--- src/sv/lpfp_pkg.sv ---
`timescale 1ns / 1ps
// Package for the length-prefixed frame parser: transfer payload types,
// result kind and error codes, configuration register indexes.
// No dependencies.
package lpfp_pkg;

    // Frame body prefix: magic, version, type, header length, payload length
    localparam int unsigned PREFIX_BYTES = 16;

    // Configuration register indexes
    localparam logic [1:0] CFG_MAX_FRAME = 2'd0;
    localparam logic [1:0] CFG_MAGIC     = 2'd1;
    localparam logic [1:0] CFG_VERSION   = 2'd2;

    // Reset values of the configuration registers
    localparam logic [30:0] MAX_FRAME_RESET = 31'd1048576;
    localparam logic [31:0] MAGIC_RESET     = 32'd0;
    localparam logic [15:0] VERSION_RESET   = 16'd1;

    // Result kinds
    localparam logic [1:0] KIND_HEADER  = 2'd0;
    localparam logic [1:0] KIND_PAYLOAD = 2'd1;
    localparam logic [1:0] KIND_ERROR   = 2'd2;
    localparam logic [1:0] KIND_EMPTY   = 2'd3;

    // Error codes
    localparam logic [1:0] ERR_FRAME_LEN = 2'd0;
    localparam logic [1:0] ERR_MAGIC_VER = 2'd1;
    localparam logic [1:0] ERR_LEN_SUM   = 2'd2;

    // Input transfer
    typedef struct packed {
        logic [7:0] data_byte;
        logic       chunk_last;
    } lpfp_in_t;

    // Result transfer
    typedef struct packed {
        logic [1:0]  kind;
        logic [7:0]  out_byte;
        logic [15:0] msg_type;
        logic [1:0]  error_code;
        logic        frame_last;
    } lpfp_out_t;

endpackage

--- src/sv/length_prefixed_frame_parser.sv ---
`timescale 1ns / 1ps
// Length-prefixed frame parser: byte-wide state machine with a result
// register and a one-entry skid stage. Depends on lpfp_pkg.
//
//   channel   | signals                             | direction
//   ----------+-------------------------------------+----------
//   byte      | byte_valid, byte_stall, byte_data   | in
//   item      | item_valid, item_stall, item_data   | out
//   cfg       | cfg_write, cfg_index, cfg_wdata     | in
//
// One byte per cycle while byte_stall is low; each byte goes through the
// state logic in the cycle it is transferred and its result (if any) is
// registered (see the skid stage below). The state update is the only loop.
// Reset returns to reading the length field and loads the register defaults.
// A stalled result parks in the skid stage; byte_stall rises only while the
// skid stage is full, so throughput is one byte per cycle without stalls.
module length_prefixed_frame_parser
(
    input  logic               clk,
    input  logic               rst_n,
    input  logic               byte_valid,
    output logic               byte_stall,
    input  lpfp_pkg::lpfp_in_t byte_data,
    output logic               item_valid,
    input  logic               item_stall,
    output lpfp_pkg::lpfp_out_t item_data,
    input  logic               cfg_write,
    input  logic [1:0]         cfg_index,
    input  logic [31:0]        cfg_wdata
);

    typedef enum logic [2:0] {
        PH_LEN,
        PH_PREFIX,
        PH_BODY,
        PH_SKIP_VER,
        PH_SKIP_LEN,
        PH_DROP
    } phase_t;

    // Configuration
    logic [30:0] max_frame_reg;
    logic [31:0] magic_word_reg;
    logic [15:0] version_word_reg;

    // Parser state
    phase_t      phase_reg,        phase_next;
    logic [30:0] byte_count_reg,   byte_count_next;
    logic [31:0] frame_length_reg, frame_length_next;
    logic [31:0] seen_magic_reg,   seen_magic_next;
    logic [15:0] seen_version_reg, seen_version_next;
    logic [15:0] seen_type_reg,    seen_type_next;
    logic [31:0] header_len_reg,   header_len_next;
    logic [31:0] payload_len_reg,  payload_len_next;

    // Result register and skid stage
    logic                out_valid_reg;
    lpfp_pkg::lpfp_out_t out_data_reg;
    logic                skid_valid_reg;
    lpfp_pkg::lpfp_out_t skid_data_reg;

    logic                accept;
    logic                res_valid;
    lpfp_pkg::lpfp_out_t res;

    assign byte_stall = skid_valid_reg;
    assign accept     = byte_valid & ~byte_stall;
    assign item_valid = out_valid_reg;
    assign item_data  = out_data_reg;

    // Per-byte state update and result
    always_comb
    begin
        logic [7:0]  b;
        logic [30:0] count_inc;
        logic        last;
        logic [31:0] m_val;
        logic [15:0] v_val;
        logic [15:0] t_val;
        logic [31:0] h_val;
        logic [31:0] p_val;
        logic        bad_mv;
        logic        bad_sum;
        logic [31:0] len_shift;

        b         = byte_data.data_byte;
        count_inc = byte_count_reg + 31'd1;
        last      = ({1'b0, count_inc} == frame_length_reg);
        m_val     = seen_magic_reg;
        v_val     = seen_version_reg;
        t_val     = seen_type_reg;
        h_val     = header_len_reg;
        p_val     = payload_len_reg;
        bad_mv    = 1'b0;
        bad_sum   = 1'b0;
        len_shift = {frame_length_reg[23:0], b};

        phase_next        = phase_reg;
        byte_count_next   = byte_count_reg;
        frame_length_next = frame_length_reg;
        seen_magic_next   = seen_magic_reg;
        seen_version_next = seen_version_reg;
        seen_type_next    = seen_type_reg;
        header_len_next   = header_len_reg;
        payload_len_next  = payload_len_reg;

        res_valid      = 1'b0;
        res.kind       = lpfp_pkg::KIND_ERROR;
        res.out_byte   = 8'd0;
        res.msg_type   = seen_type_reg;
        res.error_code = 2'd0;
        res.frame_last = 1'b1;

        case (phase_reg)
            PH_PREFIX:
            begin
                // shift the byte into the field it belongs to
                if (byte_count_reg < 31'd4)
                    m_val = {seen_magic_reg[23:0], b};
                else if (byte_count_reg < 31'd6)
                    v_val = {seen_version_reg[7:0], b};
                else if (byte_count_reg < 31'd8)
                    t_val = {seen_type_reg[7:0], b};
                else if (byte_count_reg < 31'd12)
                    h_val = {header_len_reg[23:0], b};
                else
                    p_val = {payload_len_reg[23:0], b};

                // fields cut short by the body length count as zero
                if (frame_length_reg < 32'd4)  m_val = '0;
                if (frame_length_reg < 32'd6)  v_val = '0;
                if (frame_length_reg < 32'd8)  t_val = '0;
                if (frame_length_reg < 32'd12) h_val = '0;
                if (frame_length_reg < 32'd16) p_val = '0;

                bad_mv  = (m_val != magic_word_reg) || (v_val != version_word_reg);
                bad_sum = (34'(lpfp_pkg::PREFIX_BYTES) + {2'b00, h_val} + {2'b00, p_val})
                          != {2'b00, frame_length_reg};

                seen_magic_next   = m_val;
                seen_version_next = v_val;
                seen_type_next    = t_val;
                header_len_next   = h_val;
                payload_len_next  = p_val;
                byte_count_next   = count_inc;

                if (last)
                begin
                    res_valid    = 1'b1;
                    res.msg_type = t_val;
                    if (bad_mv)
                        res.error_code = lpfp_pkg::ERR_MAGIC_VER;
                    else if (bad_sum)
                        res.error_code = lpfp_pkg::ERR_LEN_SUM;
                    else
                        res.kind = lpfp_pkg::KIND_EMPTY;
                    phase_next        = PH_LEN;
                    byte_count_next   = '0;
                    frame_length_next = '0;
                end
                else if (count_inc >= 31'(lpfp_pkg::PREFIX_BYTES))
                begin
                    if (bad_mv)
                        phase_next = PH_SKIP_VER;
                    else if (bad_sum)
                        phase_next = PH_SKIP_LEN;
                    else
                        phase_next = PH_BODY;
                end
            end

            PH_BODY:
            begin
                res_valid      = 1'b1;
                res.out_byte   = b;
                res.frame_last = last;
                if ({2'b00, byte_count_reg} <
                    (33'(lpfp_pkg::PREFIX_BYTES) + {1'b0, header_len_reg}))
                    res.kind = lpfp_pkg::KIND_HEADER;
                else
                    res.kind = lpfp_pkg::KIND_PAYLOAD;
                byte_count_next = count_inc;
                if (last)
                begin
                    phase_next        = PH_LEN;
                    byte_count_next   = '0;
                    frame_length_next = '0;
                end
            end

            PH_SKIP_VER, PH_SKIP_LEN:
            begin
                byte_count_next = count_inc;
                if (last)
                begin
                    res_valid      = 1'b1;
                    res.error_code = (phase_reg == PH_SKIP_VER) ?
                                     lpfp_pkg::ERR_MAGIC_VER : lpfp_pkg::ERR_LEN_SUM;
                    phase_next        = PH_LEN;
                    byte_count_next   = '0;
                    frame_length_next = '0;
                end
            end

            PH_DROP:
            begin
                if (byte_data.chunk_last)
                begin
                    phase_next        = PH_LEN;
                    byte_count_next   = '0;
                    frame_length_next = '0;
                end
            end

            default:
            begin
                // reading the big-endian body length
                phase_next        = PH_LEN;
                frame_length_next = len_shift;
                byte_count_next   = count_inc;
                if (count_inc >= 31'd4)
                begin
                    byte_count_next = '0;
                    if ((len_shift == 32'd0) || (len_shift > {1'b0, max_frame_reg}))
                    begin
                        res_valid      = 1'b1;
                        res.msg_type   = 16'd0;
                        res.error_code = lpfp_pkg::ERR_FRAME_LEN;
                        if (byte_data.chunk_last)
                        begin
                            phase_next        = PH_LEN;
                            frame_length_next = '0;
                        end
                        else
                            phase_next = PH_DROP;
                    end
                    else
                    begin
                        phase_next        = PH_PREFIX;
                        seen_magic_next   = '0;
                        seen_version_next = '0;
                        seen_type_next    = '0;
                        header_len_next   = '0;
                        payload_len_next  = '0;
                    end
                end
            end
        endcase
    end

    // State, configuration, result register and skid stage
    always_ff @(posedge clk or negedge rst_n)
    begin
        if (!rst_n)
        begin
            max_frame_reg    <= lpfp_pkg::MAX_FRAME_RESET;
            magic_word_reg   <= lpfp_pkg::MAGIC_RESET;
            version_word_reg <= lpfp_pkg::VERSION_RESET;
            phase_reg        <= PH_LEN;
            byte_count_reg   <= '0;
            frame_length_reg <= '0;
            seen_magic_reg   <= '0;
            seen_version_reg <= '0;
            seen_type_reg    <= '0;
            header_len_reg   <= '0;
            payload_len_reg  <= '0;
            out_valid_reg    <= 1'b0;
            out_data_reg     <= '0;
            skid_valid_reg   <= 1'b0;
            skid_data_reg    <= '0;
        end
        else
        begin
            // configuration writes
            if (cfg_write)
            begin
                case (cfg_index)
                    lpfp_pkg::CFG_MAX_FRAME: max_frame_reg    <= cfg_wdata[30:0];
                    lpfp_pkg::CFG_MAGIC:     magic_word_reg   <= cfg_wdata;
                    lpfp_pkg::CFG_VERSION:   version_word_reg <= cfg_wdata[15:0];
                    default:                 ;
                endcase
            end

            if (accept)
            begin
                phase_reg        <= phase_next;
                byte_count_reg   <= byte_count_next;
                frame_length_reg <= frame_length_next;
                seen_magic_reg   <= seen_magic_next;
                seen_version_reg <= seen_version_next;
                seen_type_reg    <= seen_type_next;
                header_len_reg   <= header_len_next;
                payload_len_reg  <= payload_len_next;
            end

            // result register refills from skid first, else from new result
            if (!out_valid_reg || !item_stall)
            begin
                if (skid_valid_reg)
                begin
                    out_valid_reg  <= 1'b1;
                    out_data_reg   <= skid_data_reg;
                    skid_valid_reg <= 1'b0;
                end
                else
                begin
                    out_valid_reg <= accept & res_valid;
                    out_data_reg  <= res;
                end
            end
            else if (accept && res_valid)
            begin
                skid_valid_reg <= 1'b1;
                skid_data_reg  <= res;
            end
        end
    end

endmodule

--- config.mk ---
export PLATFORM = sky130hd
export DESIGN_NAME = length_prefixed_frame_parser
export DESIGN_NICKNAME = d
export VERILOG_FILES = /design/src/sv/lpfp_pkg.sv /design/src/sv/length_prefixed_frame_parser.sv
export SDC_FILE = /design/constraint.sdc
export NUM_CORES = 1
export LEC_CHECK = 0
export ABC_AREA = 0
export BUFFER_PORTS_ARGS = -buffer_cell sky130_fd_sc_hd__buf_4
export CORE_ASPECT_RATIO = 1.5
export CORE_MARGIN = 5
export CORE_UTILIZATION = 35
export DETAILED_ROUTE_END_ITERATION = 16
export GPL_TIMING_DRIVEN = 0
export SLEW_MARGIN = 5
export SYNTH_ARGS = -nofsm -noshare
export SYNTH_HDL_FRONTEND = slang
export SYNTH_SLANG_ARGS = --single-unit
--- constraint.sdc ---
create_clock -name clk -period 10 [get_ports clk]
set_input_delay 0.5 -clock clk [delete_from_list [all_inputs] [get_ports clk]]
set_output_delay 0.5 -clock clk [all_outputs]
set_load 0.01 [all_outputs]
---- Word-level counts from Yosys, hierarchy flattened ----
Cells that the tools add are included.
storage, ports and cells
  bits in registers ....................... 333
  input port bits ......................... 48
  output and inout bits ................... 31
  word-level logic and storage cells ...... 161
operators by class
  add/sub/neg operators ................... 4
  order comparisons ....................... 13
  eq/ne operators ......................... 16
  muxes and demuxes ....................... 76
  bitwise gates (word level) .............. 5
  reduce and logical (&&, ||, !) cells .... 24
operators by type and width
  cell                                                         count
  2-to-1 mux 32 bit                                            22
  one-hot mux 32 bit (2 select lines)                          4
  2-to-1 mux 16 bit                                            10
  one-hot mux 16 bit (2 select lines)                          3
  2-to-1 mux 31 bit                                            3
  adder 5 x 32 -> 33 bit, first input constant                 2
  less-than comparator 32 x 3 -> 1 bit, second input constant  2
  less-than comparator 32 x 4 -> 1 bit, second input constant  2
  less-than comparator 31 x 3 -> 1 bit, second input constant  2
  less-than comparator 31 x 4 -> 1 bit, second input constant  2
  one-hot mux 31 bit (2 select lines)                          1
  2-to-1 mux 18 bit                                            3
  adder 33 x 32 -> 34 bit                                      1
  != test 34 x 32 -> 1 bit                                     1
  less-than comparator 31 x 33 -> 1 bit                        1
  equality test 31 x 32 -> 1 bit                               1
  greater-than comparator 32 x 31 -> 1 bit                     1
  logical NOT 32 bit                                           1
  less-than comparator 32 x 5 -> 1 bit, second input constant  1
  != test 32 bit                                               1
  adder 31 x 1 -> 31 bit, second input constant                1
  >= comparator 31 x 3 -> 1 bit, second input constant         1
  >= comparator 31 x 5 -> 1 bit, second input constant         1
  2-to-1 mux 29 bit                                            1
  other kinds (30)                                             70

---- Logic depth before layout (Yosys ltp) ----
  word-level depth ........................ 15
  mapped depth ............................ 26
  depth with buffers taken out ............ 20

---- Worst setup path before layout ----
OpenSTA, ideal clock, no wires.
  kind .................................... register to register
  start point ............................. reg byte_count_reg[11]
  end point ............................... reg out_data_reg, in the netlist item_data[2]
  setup time .............................. 0.144 ns
  arrival ................................. 5.918 ns
  required time ........................... 9.856 ns
  setup slack ............................. 3.938 ns
  cell stages (with the launch flop) ...... 25
  path buffers ............................ 7
  period minus slack after synthesis ...... 6.062 ns
  cells stage by stage .................... dfrtp_1 > clkbuf_1 > buf_2 > nor3_1 > nand4_1 > clkbuf_1 > clkbuf_1 > a211oi_1 > clkbuf_1 > clkbuf_1 > mux2i_1 > nor2_1 > ha_1 > ha_1 > clkbuf_1 > a21oi_1 > o21ai_0 > or2_2 > a2111oi_0 > or3_1 > nand3_1 > nor4_1 > and4_1 > nand3b_1 > a31oi_1
on the way
  word-level cells in the longest chain between the ends .. 15
  elaborated cells on any way between the ends .. 39
  classes of those cells .................. add/sub: 3; order compare: 5; eq/ne: 4; mux: 26; reduce/logical: 1
ends and longest elaborated chain
  what                                    RTL line                             RTL
  from (decl)                             length_prefixed_frame_parser.sv:48   logic [30:0] byte_count_reg, byte_count_next;
  from (signal assigned)                  length_prefixed_frame_parser.sv:288  byte_count_reg <= byte_count_next;
  less-than comparator 31 x 4 -> 1 bit    length_prefixed_frame_parser.sv:124  else if (byte_count_reg < 31'd12)
  2-to-1 mux 32 bit                       length_prefixed_frame_parser.sv:124
  2-to-1 mux 32 bit                       length_prefixed_frame_parser.sv:122  else if (byte_count_reg < 31'd8)
  2-to-1 mux 32 bit                       length_prefixed_frame_parser.sv:120  else if (byte_count_reg < 31'd6)
  2-to-1 mux 32 bit                       length_prefixed_frame_parser.sv:118  if (byte_count_reg < 31'd4)
  2-to-1 mux 32 bit                       length_prefixed_frame_parser.sv:133  if (frame_length_reg < 32'd12) h_val = '0;
  2-to-1 mux 32 bit                       length_prefixed_frame_parser.sv:114  case (phase_reg)
  adder 5 x 32 -> 33 bit                  length_prefixed_frame_parser.sv:137  bad_sum = (34'(lpfp_pkg::PREFIX_BYTES) + {2'b00, h_val} + {2'b00, p_val})
  adder 33 x 32 -> 34 bit                 length_prefixed_frame_parser.sv:137
  != test 34 x 32 -> 1 bit                length_prefixed_frame_parser.sv:138  != {2'b00, frame_length_reg};
  2-to-1 mux 2 bit                        length_prefixed_frame_parser.sv:153  else if (bad_sum)
  2-to-1 mux 2 bit                        length_prefixed_frame_parser.sv:151  if (bad_mv)
  2-to-1 mux 18 bit                       length_prefixed_frame_parser.sv:147  if (last)
  one-hot mux 2 bit (3 select lines) (*)  length_prefixed_frame_parser.sv:114
  2-to-1 mux 29 bit (*)                   length_prefixed_frame_parser.sv:300  if (skid_valid_reg)
  to (signal assigned)                    length_prefixed_frame_parser.sv:303  out_data_reg <= skid_data_reg;
  to (signal assigned)                    length_prefixed_frame_parser.sv:309  out_data_reg <= res;
  to (decl)                               length_prefixed_frame_parser.sv:58   lpfp_pkg::lpfp_out_t out_data_reg;
Mark *: on every way between the ends. The rest lies on a longest branch, timed or not. The select of a mux whose other input is x is not followed.
A chain may end at the register's enable or synchronous reset.

---- Worst setup path after layout ----
Same ends and word-level chain as after synthesis.

==> results.py <==
metrics = {
    "sta": {
        "setup_violations": 0,
        "tns_ns": 0,
        "hold_violations": 0,
        "relSlewSlack": 0.09495,
        "tightest_slew_ns": 1.358,
        "final.period_utilization": 0.9694,
        "layout_min_cycle_time_ns": 9.694,
        "fin_ws_ns": 0.3060,
        "grt_setup_unrepaired": "no",
        "clock.fmax_ghz": 0.1032,
        "slew_viol_final": 0,
        "holdWs_ns": 0.1251,
        "skew_ns": 0.03792,
    },
    "clocking": {
        "cts-root-buf": "clkbuf_16",
        "clock_latency_ns": 0.60,
        "cts_tree": "done",
        "cts-buffers-inserted": 36,
        "clk_path_buf_depth": 3,
        "clkSinkCount": 333,
        "cts.repair.resized": 0,
        "clk_pin_slew_ns": 0.08,
        "ctsHoldBuffers": 1,
        "h-tree-depth": 2,
        "cts_setup_buffers": 0,
    },
    "synth": {
        "yosys.area.top_type_share": 0.3490,
        "synth_seq_cells": 333,
        "ys_top_cells_by_count": "331 x dfrtp_1, 299 x nand2_1, 169 x o21ai_0, 167 x nor2_1, 152 x clkbuf_1",
        "ys_top_cells_by_area": "dfrtp_1 35%, ha_1 6.6%, nand2_1 4.7%",
        "synth_async_sr_flop_share": 1.000,
        "synth_warnings": 0,
        "synthCells": 2741,
        "synth_top_cell_by_area": "dfrtp_1",
        "syn_area_per_cell_um2": 8.658,
        "synth.cell_area_um2": 23730,
        "yosysSeqAreaShare": 0.3513,
        "synth-edff-count": 0,
        "yosysUniqueCellTypes": 88,
        "ys.flop_type": "dfrtp_1",
        "syn-num-nets": 2916,
        "yosysMostFrequentCell": "dfrtp_1",
    },
    "routing": {
        "via_count": 23190,
        "drt_wl_total_um": 100600,
        "drc": 0,
        "drt_iter0_drc": 2052,
        "viasPerCell": 6.135,
        "dr.pass1.iters": 8,
        "wl_per_cell_um": 26.61,
        "ant_nets": 0,
    },
    "placement": {
        "place_ws_ns": 0.5626,
        "gp_congestion": 0.9924,
        "placed_area_um2": 25550,
        "dp_hpwl_um": 78640,
        "port_buffers": 77,
    },
    "grt": {
        "grt_use_met3": 0.03740,
        "busiest_layer": "met2",
        "grt_usage": 0.2660,
        "grt_pass1_wl_um": 149300,
        "grt_max_degree": 110,
        "met2_usage": 0.4673,
        "grt_use_met1": 0.2817,
        "grt_overflow": 0,
        "grt_pass1_vias": 23140,
        "antenna_found_initial": 0,
    },
    "layout": {
        "final_area_um2": 26720,
        "syn_to_final_growth_pct": 12.60,
        "fillCellCount": 6946,
        "nNetsFinal": 3037,
        "final_util": 0.3951,
        "drive_gt1_frac": 0.1001,
        "n_antenna_cell": 0,
    },
    "floorplanning": {
        "die_w_um": 222.6,
        "start_util": 0.3509,
        "ios": 79,
        "core_um2": 67630,
        "die_area_um2": 73220,
        "fp-row-count": 117,
        "die_h_um": 328.9,
    },
    "worst_setup_path": {
        "start_kind": "register",
        "worstPathMaxFanout": 10,
        "cp.arrival_ns": 10.13,
        "cp_cell_sequence": "clkbuf_1, buf_2, nor3_1, nand4_1, clkbuf_1, clkbuf_1, a211oi_1, clkbuf_1, clkbuf_1, mux2i_1, nor2_1, ha_1, ha_1, clkbuf_1, a21oi_1, o21ai_0, or2_2, a2111oi_0, or3_1, nand3_1, nor4_1, and4_1, nand3b_1, a31oi_1",
        "cp_common_cell": "clkbuf_1",
        "critPathRequiredTime_ns": 10.44,
        "critPathKind": "reg -> reg",
        "crit_path_end_kind": "register",
        "worst_path_max_delay_cell": "a211oi_1",
        "crit_path_max_incr_delay_ns": 1.03,
    },
    "power": {
        "irDropWorstVdd_uv": 139.5,
        "p_per_area_nw_per_um2": 194.9,
        "cellLeakagePower_nw": 11.73,
    },
    "status": {
        "status": "finished clean",
    },
    "min_path": {
        "hold_class": "in -> reg",
    },
    "job": {
        "cap_violations": 0,
    },
}
==> logic make-up (layout without fill, tap and decap cells) <==
| family | Yosys count | count (layout) | share of synthesized area |
|---|---|---|---|
| simple gates | 949 | 949 | 0.2028 |
| xor+xnor | 104 | 104 | 0.03838 |
| fa+ha+maj | 127 | 127 | 0.06728 |
| mux | 138 | 138 | 0.06143 |
| buf+inv | 343 | 490 | 0.05726 |
| flops | 333 | 333 | 0.3513 |
| compound gates | 747 | 747 | 0.2216 |
==> cells in the final DEF, fill, tap and decap left out, types with 12 or more instances in the layout <==
cell type and n:
nand2_1 299, a211oi_1 20, a31oi_1 14, ha_1 126, buf_2 38, nand3_1 82
xor2_1 55, and4_1 20, nor2b_1 24, a22o_1 70, o211ai_1 23, mux2_2 55
nor4_1 68, buf_4 79, mux2i_1 77, o21a_1 12, buf_1 13, o31ai_1 31
o211a_1 12, o41ai_1 68, xnor2_1 49, a21o_1 29, o22ai_1 26, clkbuf_1 159
o21ai_0 169, clkbuf_16 36, a31o_2 15, dfrtp_1 331, or3_1 21, inv_1 135
nor2_1 167, or4_1 17, nand4_1 69, and3_1 24, a21oi_1 133, nor3_1 69
nand2b_1 28
==> layer usage <==
metal | vias to the layer above | wire length [µm]
met3 | 414 | 5375
met1 | 11290 | 35180
met5 | - | 0
met2 | 1056 | 49480
li1 | 10440 | -
met4 | 0 | 10560
==> power breakdown <==
part | switching, mW | total (mW) | internal [mW]
registers | 0.263 | 1.82 | 1.56
clock network | 0.615 | 1.38 | 0.766
logic | 1.33 | 2.00 | 0.676
total | 2.20 | 5.21 | 3.00
==> per-stage QoR <==
| step | instances | total power [mW] |
|---|---|---|
| floorplan | 2741 | 2.994 |
| global placement | 3710 | 3.769 |
| detailed placement | 3715 | 3.785 |
| CTS | 3780 | 5.170 |
| global route | 3780 | 5.426 |
| finish | 3780 | 5.207 |
==> cell type report <==
class	count	area, µm²	share of cell area
buffer	208	852.1	0.03189
clock buffer	49	1010	0.03779
clock inverter	15	152.6	0.005713
inverter	135	506.7	0.01897
multi-input combinational	2065	14050	0.5259
sequential	333	8335	0.3120
tap	892	1116	0.04177
timing repair buffer	83	695.7	0.02604
==> critical path: cells and delay by family (launching register included) <==
family | cells | cell delay (ns)
adder cells (fa/ha/maj) | 2 | 0.58
multiplexers | 1 | 0.43
AND/OR/NAND/NOR | 9 | 2.52
buffers and inverters | 7 | 2.72
flip-flops | 1 | 0.47
AO/OA/AOI/OAI | 5 | 2.78
==> worst paths after layout <==
| kind | from | endpoint | slack, ns | depth (start not counted) |
|---|---|---|---|---|
| max | byte_count_reg[11] | item_data[2] | 0.31 | 24 |
| min | cfg_wdata[23] | max_frame_reg[23] | 0.13 | 3 |
| max reg2reg | byte_count_reg[11] | item_data[2] | 0.31 | 24 |
| min reg2reg | payload_len_reg[28] | payload_len_reg[28] | 0.47 | 2 |
| max in group asynchronous | rst_n | seen_magic_reg[28] | 8.29 | 4 |
| min in group asynchronous | rst_n | skid_data_reg[23] | 0.33 | 2 |
Power figures use the tool's default switching activity.
